File: src/vffd_pkg.sv
`timescale 1ns / 1ps
// ============================================================================
// vffd_pkg
// Shared types and constants for the VAN frame field decoder.
// ============================================================================
package vffd_pkg;

    localparam int MAX_BYTES_DEF = 32;

    // positions inside the 10-bit symbol
    localparam logic [3:0] SYM_MANCH_LO = 4'd4;
    localparam logic [3:0] SYM_MANCH_HI = 4'd9;
    localparam logic [2:0] BIT_IDX_MSB  = 3'd7;

    typedef enum logic [1:0] {
        KIND_SOF     = 2'd0,
        KIND_IDENT   = 2'd1,
        KIND_COMMAND = 2'd2,
        KIND_DATA    = 2'd3
    } field_kind_t;

    typedef enum logic [1:0] {
        S_IDLE  = 2'd0,
        S_BITS  = 2'd1,
        S_CMD   = 2'd2,
        S_FLUSH = 2'd3
    } seq_state_t;

    // result request from the bit unit
    typedef struct packed {
        logic        valid;
        logic        two;     // identifier now, command follows
        field_kind_t kind;
        logic [11:0] value;
    } emit_t;

endpackage

File: src/van_frame_field_decoder.sv
`timescale 1ns / 1ps
// ============================================================================
// van_frame_field_decoder
// Decodes VAN line runs into start of frame, identifier, command and data.
// ============================================================================
// A run beat of n bit times (n from 1 to 7) is accepted and then deframed one
// bit per cycle by a shared bit unit while the output is not stalled, with one
// more step for the command field when the byte that completes the identifier
// also yields it. A run of 8 or more bit times is accepted and then flushes
// the partial field; an empty run is only accepted. Each field waits in a
// single output register, so a stalled master side holds the sequencer on the
// cycle that would produce a field. s_tready is high only between runs.
module van_frame_field_decoder
    import vffd_pkg::*;
#(
    parameter int MAX_BYTES = MAX_BYTES_DEF,
    localparam int BW = $clog2(MAX_BYTES + 1)
)
(
    input  logic        clk,
    input  logic        rst_n,
    input  logic        cfg_we,
    input  logic        cfg_wdata,      // recessive_level
    input  logic        s_tvalid,
    output logic        s_tready,
    input  logic [15:0] s_tdata,        // run_level[0], run_bits[8:1], zero pad
    output logic        m_tvalid,
    input  logic        m_tready,
    output logic [23:0] m_tdata,        // field_kind[1:0], field_value[13:2],
                                        // data_index[18:14], zero pad
    output logic        m_tuser,        // frame_end
    output logic        m_tlast         // last_of_item
);

    seq_state_t    state_reg, state_next;
    logic          recessive_reg;
    logic          level_reg;
    logic [2:0]    rem_reg;
    logic [3:0]    cmd_reg;

    logic [3:0]    sym_cnt_reg;
    logic [BW-1:0] bytes_reg;
    logic [7:0]    shift_reg;
    logic [2:0]    bit_idx_reg;
    logic [7:0]    accum_reg;

    logic [3:0]    sym_cnt_next;
    logic [BW-1:0] bytes_next;
    logic [7:0]    shift_next;
    logic [2:0]    bit_idx_next;
    logic [7:0]    accum_next;
    logic [4:0]    data_index;
    emit_t         emit;

    logic          out_valid_reg;
    field_kind_t   out_kind_reg;
    logic [11:0]   out_value_reg;
    logic [4:0]    out_index_reg;
    logic          out_end_reg;
    logic          out_last_reg;

    logic          in_beat;
    logic          run_long;
    logic          out_free;
    logic          stall;
    logic          step_en;
    logic          flush_en;
    logic          out_load;
    field_kind_t   ld_kind;
    logic [11:0]   ld_value;
    logic [4:0]    ld_index;
    logic          ld_end;
    logic          ld_last;

    assign in_beat  = s_tvalid && s_tready;
    assign run_long = |s_tdata[8:4];
    assign out_free = !out_valid_reg || m_tready;
    assign stall    = emit.valid && !out_free;

    vffd_bit_unit #(
        .MAX_BYTES (MAX_BYTES)
    ) u_bit (
        .level        (level_reg),
        .recessive    (recessive_reg),
        .sym_cnt      (sym_cnt_reg),
        .bytes        (bytes_reg),
        .shift        (shift_reg),
        .bit_idx      (bit_idx_reg),
        .accum        (accum_reg),
        .sym_cnt_next (sym_cnt_next),
        .bytes_next   (bytes_next),
        .shift_next   (shift_next),
        .bit_idx_next (bit_idx_next),
        .accum_next   (accum_next),
        .data_index   (data_index),
        .emit         (emit)
    );

    // next state
    always_comb
    begin
        state_next = state_reg;
        unique case (state_reg)
            S_IDLE:
            begin
                if (in_beat)
                begin
                    if (run_long)
                        state_next = S_FLUSH;
                    else if (s_tdata[3:1] != 3'd0)
                        state_next = S_BITS;
                end
            end
            S_BITS:
            begin
                if (!stall)
                begin
                    if (emit.two)
                        state_next = S_CMD;
                    else if (rem_reg == 3'd1)
                        state_next = S_IDLE;
                end
            end
            S_CMD:
            begin
                if (out_free)
                    state_next = (rem_reg == 3'd0) ? S_IDLE : S_BITS;
            end
            S_FLUSH:
            begin
                if (out_free)
                    state_next = S_IDLE;
            end
            default: state_next = S_IDLE;
        endcase
    end

    // sequencer outputs
    always_comb
    begin
        s_tready = 1'b0;
        step_en  = 1'b0;
        flush_en = 1'b0;
        out_load = 1'b0;
        ld_kind  = emit.kind;
        ld_value = emit.value;
        ld_index = 5'd0;
        ld_end   = 1'b0;
        ld_last  = 1'b1;
        unique case (state_reg)
            S_IDLE:
            begin
                s_tready = 1'b1;
            end
            S_BITS:
            begin
                step_en  = !stall;
                out_load = emit.valid && out_free;
                ld_last  = !emit.two;
                if (emit.kind == KIND_DATA)
                    ld_index = data_index;
            end
            S_CMD:
            begin
                out_load = out_free;
                ld_kind  = KIND_COMMAND;
                ld_value = {8'd0, cmd_reg};
            end
            S_FLUSH:
            begin
                flush_en = out_free;
                out_load = out_free;
                ld_end   = 1'b1;
                if (bytes_reg == BW'(2))
                begin
                    ld_kind  = KIND_IDENT;
                    ld_value = {accum_reg, shift_reg[7:4]};
                end
                else
                begin
                    ld_kind  = KIND_DATA;
                    ld_value = {4'd0, shift_reg};
                    ld_index = data_index;
                end
            end
            default: ;
        endcase
    end

    always_ff @(posedge clk or negedge rst_n)
    begin
        if (!rst_n)
        begin
            state_reg     <= S_IDLE;
            recessive_reg <= 1'b1;
            rem_reg       <= 3'd0;
            sym_cnt_reg   <= 4'd0;
            bytes_reg     <= '0;
            shift_reg     <= 8'd0;
            bit_idx_reg   <= BIT_IDX_MSB;
            accum_reg     <= 8'd0;
            out_valid_reg <= 1'b0;
        end
        else
        begin
            state_reg <= state_next;
            if (cfg_we)
                recessive_reg <= cfg_wdata;
            if (in_beat)
                rem_reg <= s_tdata[3:1];
            else if (step_en)
                rem_reg <= rem_reg - 3'd1;
            if (flush_en)
            begin
                sym_cnt_reg <= 4'd0;
                bytes_reg   <= '0;
                shift_reg   <= 8'd0;
                bit_idx_reg <= BIT_IDX_MSB;
                accum_reg   <= 8'd0;
            end
            else if (step_en)
            begin
                sym_cnt_reg <= sym_cnt_next;
                bytes_reg   <= bytes_next;
                shift_reg   <= shift_next;
                bit_idx_reg <= bit_idx_next;
                accum_reg   <= accum_next;
            end
            if (out_load)
                out_valid_reg <= 1'b1;
            else if (m_tready)
                out_valid_reg <= 1'b0;
        end
    end

    // payload registers
    always_ff @(posedge clk)
    begin
        if (in_beat)
            level_reg <= s_tdata[0];
        if (step_en && emit.two)
            cmd_reg <= shift_reg[3:0];
        if (out_load)
        begin
            out_kind_reg  <= ld_kind;
            out_value_reg <= ld_value;
            out_index_reg <= ld_index;
            out_end_reg   <= ld_end;
            out_last_reg  <= ld_last;
        end
    end

    assign m_tvalid = out_valid_reg;
    assign m_tdata  = {5'd0, out_index_reg, out_value_reg, out_kind_reg};
    assign m_tuser  = out_end_reg;
    assign m_tlast  = out_last_reg;

    a_sym_range: assert property (@(posedge clk) disable iff (!rst_n)
        sym_cnt_reg <= SYM_MANCH_HI)
        else $error("symbol bit count out of range");

    a_bytes_sat: assert property (@(posedge clk) disable iff (!rst_n)
        bytes_reg <= BW'(MAX_BYTES))
        else $error("byte count above saturation");

    a_sym_start: assert property (@(posedge clk) disable iff (!rst_n)
        sym_cnt_reg == 4'd0 |-> bit_idx_reg == BIT_IDX_MSB && shift_reg == 8'd0)
        else $error("byte not cleared at symbol start");

    a_long_flush: assert property (@(posedge clk) disable iff (!rst_n)
        in_beat && run_long |=> state_reg == S_FLUSH)
        else $error("end of frame run did not flush");

    a_no_overwrite: assert property (@(posedge clk) disable iff (!rst_n)
        out_load |-> out_free)
        else $error("field loaded over a pending beat");

endmodule

File: src/vffd_bit_unit.sv
`timescale 1ns / 1ps
// ============================================================================
// vffd_bit_unit
// One deframer step: takes a single line bit and returns the next frame
// state plus any field that the bit completes.
// ============================================================================
module vffd_bit_unit
    import vffd_pkg::*;
#(
    parameter int MAX_BYTES = MAX_BYTES_DEF,
    localparam int BW = $clog2(MAX_BYTES + 1)
)
(
    input  logic          level,
    input  logic          recessive,
    input  logic [3:0]    sym_cnt,
    input  logic [BW-1:0] bytes,
    input  logic [7:0]    shift,
    input  logic [2:0]    bit_idx,
    input  logic [7:0]    accum,
    output logic [3:0]    sym_cnt_next,
    output logic [BW-1:0] bytes_next,
    output logic [7:0]    shift_next,
    output logic [2:0]    bit_idx_next,
    output logic [7:0]    accum_next,
    output logic [4:0]    data_index,
    output emit_t         emit
);

    localparam int DW = (BW > 5) ? BW : 5;

    logic [DW-1:0] bytes_ext;
    logic [DW-1:0] bytes_less2;

    assign bytes_ext   = DW'(bytes);
    assign bytes_less2 = bytes_ext - DW'(2);
    assign data_index  = (bytes_ext >= DW'(2)) ? bytes_less2[4:0] : 5'd0;

    always_comb
    begin
        sym_cnt_next = sym_cnt;
        bytes_next   = bytes;
        shift_next   = shift;
        bit_idx_next = bit_idx;
        accum_next   = accum;
        emit         = '0;
        emit.kind    = KIND_SOF;
        if (sym_cnt != SYM_MANCH_LO && sym_cnt != SYM_MANCH_HI)
        begin
            if (level == recessive)
                shift_next = shift | (8'd1 << bit_idx);
            bit_idx_next = bit_idx - 3'd1;
            sym_cnt_next = sym_cnt + 4'd1;
        end
        else if (sym_cnt == SYM_MANCH_LO)
        begin
            sym_cnt_next = sym_cnt + 4'd1;
        end
        else
        begin
            // second Manchester bit closes the byte
            if (bytes == BW'(0))
            begin
                accum_next  = 8'd0;
                emit.valid  = 1'b1;
                emit.kind   = KIND_SOF;
                emit.value  = {4'd0, shift};
            end
            else if (bytes == BW'(1))
            begin
                accum_next = shift;
            end
            else if (bytes == BW'(2))
            begin
                emit.valid = 1'b1;
                emit.two   = 1'b1;
                emit.kind  = KIND_IDENT;
                emit.value = {accum, shift[7:4]};
            end
            else
            begin
                emit.valid = 1'b1;
                emit.kind  = KIND_DATA;
                emit.value = {4'd0, shift};
            end
            shift_next   = 8'd0;
            bit_idx_next = BIT_IDX_MSB;
            sym_cnt_next = 4'd0;
            if (bytes < BW'(MAX_BYTES))
                bytes_next = bytes + BW'(1);
        end
    end

endmodule
File: config.mk
export PLATFORM = sky130hd
export DESIGN_NAME = van_frame_field_decoder
export DESIGN_NICKNAME = d
export VERILOG_FILES = /design/src/vffd_pkg.sv /design/src/van_frame_field_decoder.sv /design/src/vffd_bit_unit.sv
export SDC_FILE = /design/constraint.sdc
export NUM_CORES = 1
export LEC_CHECK = 0
export ABC_AREA = 0
export BUFFER_PORTS_ARGS = -buffer_cell sky130_fd_sc_hd__buf_2
export CAP_MARGIN = 20
export CORE_MARGIN = 4
export CORE_UTILIZATION = 35
export DETAILED_ROUTE_END_ITERATION = 8
export PLACE_DENSITY_LB_ADDON = 0.3
export SLEW_MARGIN = 20
export SYNTH_ARGS = -nofsm -noshare
export SYNTH_HDL_FRONTEND = slang
export SYNTH_HIERARCHICAL = 1
export SYNTH_SLANG_ARGS = --single-unit
File: constraint.sdc
create_clock -name clk -period 2.8 [get_ports clk]
set_input_delay 0.28 -clock clk [delete_from_list [all_inputs] [get_ports clk]]
set_output_delay 0.28 -clock clk [all_outputs]
set_load 0.005 [all_outputs]
==> reports/metrics.yaml <==
status: "finished clean"
grt_overflow_total: 0
rows: 37
core_area_um2: 10200
ys_seq_area_frac: 0.462
final_antenna_net_count: 0
worstPathCellList: "inv_1 > ha_1 > nor2_1 > a21oi_1 > buf_4 > nand3b_1 > and2_1 > buf_12 > a22o_1"
syn_area_per_cell_um2: 10.5
grt_pass1_wl_um: 13500
yosys.area.top_type: "dfrtp_1"
drv_slew: 0
largest_reg_flops: 12
p_seq_frac: 0.423
place_congestion: 0.791
power_leakage_nw: 1.81
cts_tree: "done"
vias_per_cell: 5.30
ys_ff_latch: 62
fin_area_um2: 4180
pre_cts_ws_ns: 0.211
ys_warn_count: 6
wl_per_cell_um: 15.2
cts_sinks: 62
fin_crit_ns: 2.35
crit_slowest_cell: "dfrtp_1"
startpoint_type: "flip-flop"
critical_path.top_delay_family: "buffers and inverters"
max_freq_mhz: 425
setup_ws_ns: 0.446
cts-hold-fix-buffers: 0
final_cells: 529
dpl.hpwl_um: 5520
min_path_type: "input pin to asynchronous set/reset pin"
final_common_cell: "a22o_1"
wl_um: 8070
finClkSkew_ns: 0.0158
htree_levels: 3
die_y_um: 110
rsz0062_at_grt: "no"
clock_path_buffers: 2
maxCapViolCount: 0
p_switching_mw: 1.35
drc: 0
finalSetupTns_ns: 0
power_mw: 3.54
finalSetupViolCount: 0
path_clk_slew_ns: 0.07
comb_power_share: 0.351
post-route-util: 0.409
drive_gt1_frac: 0.209
numCtsBuffers: 9
relSlewSlack: 0.424
insertion_delay_ns: 0.35
fp.dieW_um: 110
p_sw_frac: 0.382
antenna_found_initial: 0
grt_max_degree: 37
finalCritPeriodShare: 0.841
placed_area_um2: 3980
drt-initial-drc-count: 155
track_usage: 0.141
clockPowerShare: 0.226
timing.hold.ws_ns: 0.0453
vias: 2804
arrival_ns: 2.58
synth_top_area_share: 0.219
yosys-top-cells-area: "dfrtp_1 (22%), edfxtp_1 (21%), a22o_1 (9.1%), ha_1 (5.8%), nor2_1 (3.0%)"
netlist_area_um2: 3650
die-area_um2: 12100
path_max_fanout: 26
placed_cells: 513
async_flop_share: 0.581
cpPeakStageDelay_ns: 0.43
worst-path-stages: 9
fillCellCount: 976
synth-main-ff-cell: "dfrtp_1"
worst_pin_slew_ns: 0.864
crit_buf_inv: 3
port_buffers: 37
post_cts_buffers: 0
hold_viol: 0
cp.required_ns: 3.02
intPower_mw: 2.19
nNetsFinal: 427
grt_pass1_vias: 2789
worst-setup-path-type: "flip-flop to flip-flop"
endpoint_kind: "flip-flop"
r2r_cells: 9
io_pins: 50
synth.distinct_cells: 52
synth_edf_count: 26
start_util: 0.357
final_cell_mix: "a22o_1 (38), buf_2 (37), dfrtp_1 (32)"
ctsResizeCount: 0
diodes: 0
syn2layout_area_growth_pct: 14.7
root_buffer: "clkbuf_8"
firstDrtPassIters: 4
powerDensity_nw_per_um2: 846
ir_worst_vdd_v: 0.000373
synthCells: 347
power groups by stage:
| stage | sequential, mW | combinational (mW) | clock (mW) |
|---|---|---|---|
| global route | 1.54 | 1.41 | 0.864 |
| finish | 1.50 | 1.24 | 0.799 |
| detailed placement | 1.51 | 1.24 | 0 |
| global placement | 1.50 | 1.22 | 0 |
| CTS | 1.49 | 1.25 | 0.824 |
| floorplan | 1.41 | 0.950 | 0 |
worst reg2reg max path, cell delays in order (launching register included):
cell,delay [ns]
dfrtp_1,0.43
inv_1,0.17
ha_1,0.31
nor2_1,0.08
a21oi_1,0.24
buf_4,0.17
nand3b_1,0.15
and2_1,0.25
buf_12,0.19
a22o_1,0.25
area by class of cell:
| class | instances | area [um2] | area share |
|---|---|---|---|
| multi-input cells | 249 | 1770 | 0.424 |
| flip-flops and latches | 62 | 1690 | 0.403 |
| repair buffers | 50 | 295 | 0.0706 |
| well taps | 136 | 170 | 0.0407 |
| clock buffers | 10 | 138 | 0.0329 |
| clock inverters | 6 | 61.3 | 0.0147 |
| inverters | 16 | 60.1 | 0.0144 |
synthesized netlist by cell type, drive strengths merged, types with 7 or more instances:
cell type,count
nand3,13
ha,17
edfxtp,26
nor2b,7
nand2,15
a22o,38
and2,12
buf,19
a21oi,18
a41oi,8
xnor2,7
dfrtp,32
o21ai,18
nor2,30
inv,16
mux2i,9
cells by family (layout without fill, tap and decap cells):
logic type,count (synthesis),count (layout),synth area share
compound gates,107,107,0.218
simple gates,99,99,0.146
flops,62,62,0.462
buf+inv,40,82,0.0586
fa+ha+maj,17,17,0.0583
mux,12,12,0.0340
xor+xnor,9,9,0.0216
other cells,1,5,0.00103
layer usage:
layer,part of all wire,GRT usage
met4,0.0094,0.0475
met2,0.48,0.228
met5,0,0
met3,0.044,0.0379
met1,0.47,0.183
final timing paths:
kind	startpoint	to	slack, ns
worst max-delay path	bytes_reg[0]	accum_reg[7]	0.45
worst min-delay path	rst_n	rem_reg[1]	0.05
worst max register to register	bytes_reg[0]	accum_reg[7]	0.45
worst min register to register	bit_idx_reg[1]	bit_idx_reg[1]	0.55
max in group asynchronous	rst_n	accum_reg[7]	2.20
min in group clk	s_tdata[0]	level_reg	0.11
Power figures use the tool's default switching activity.
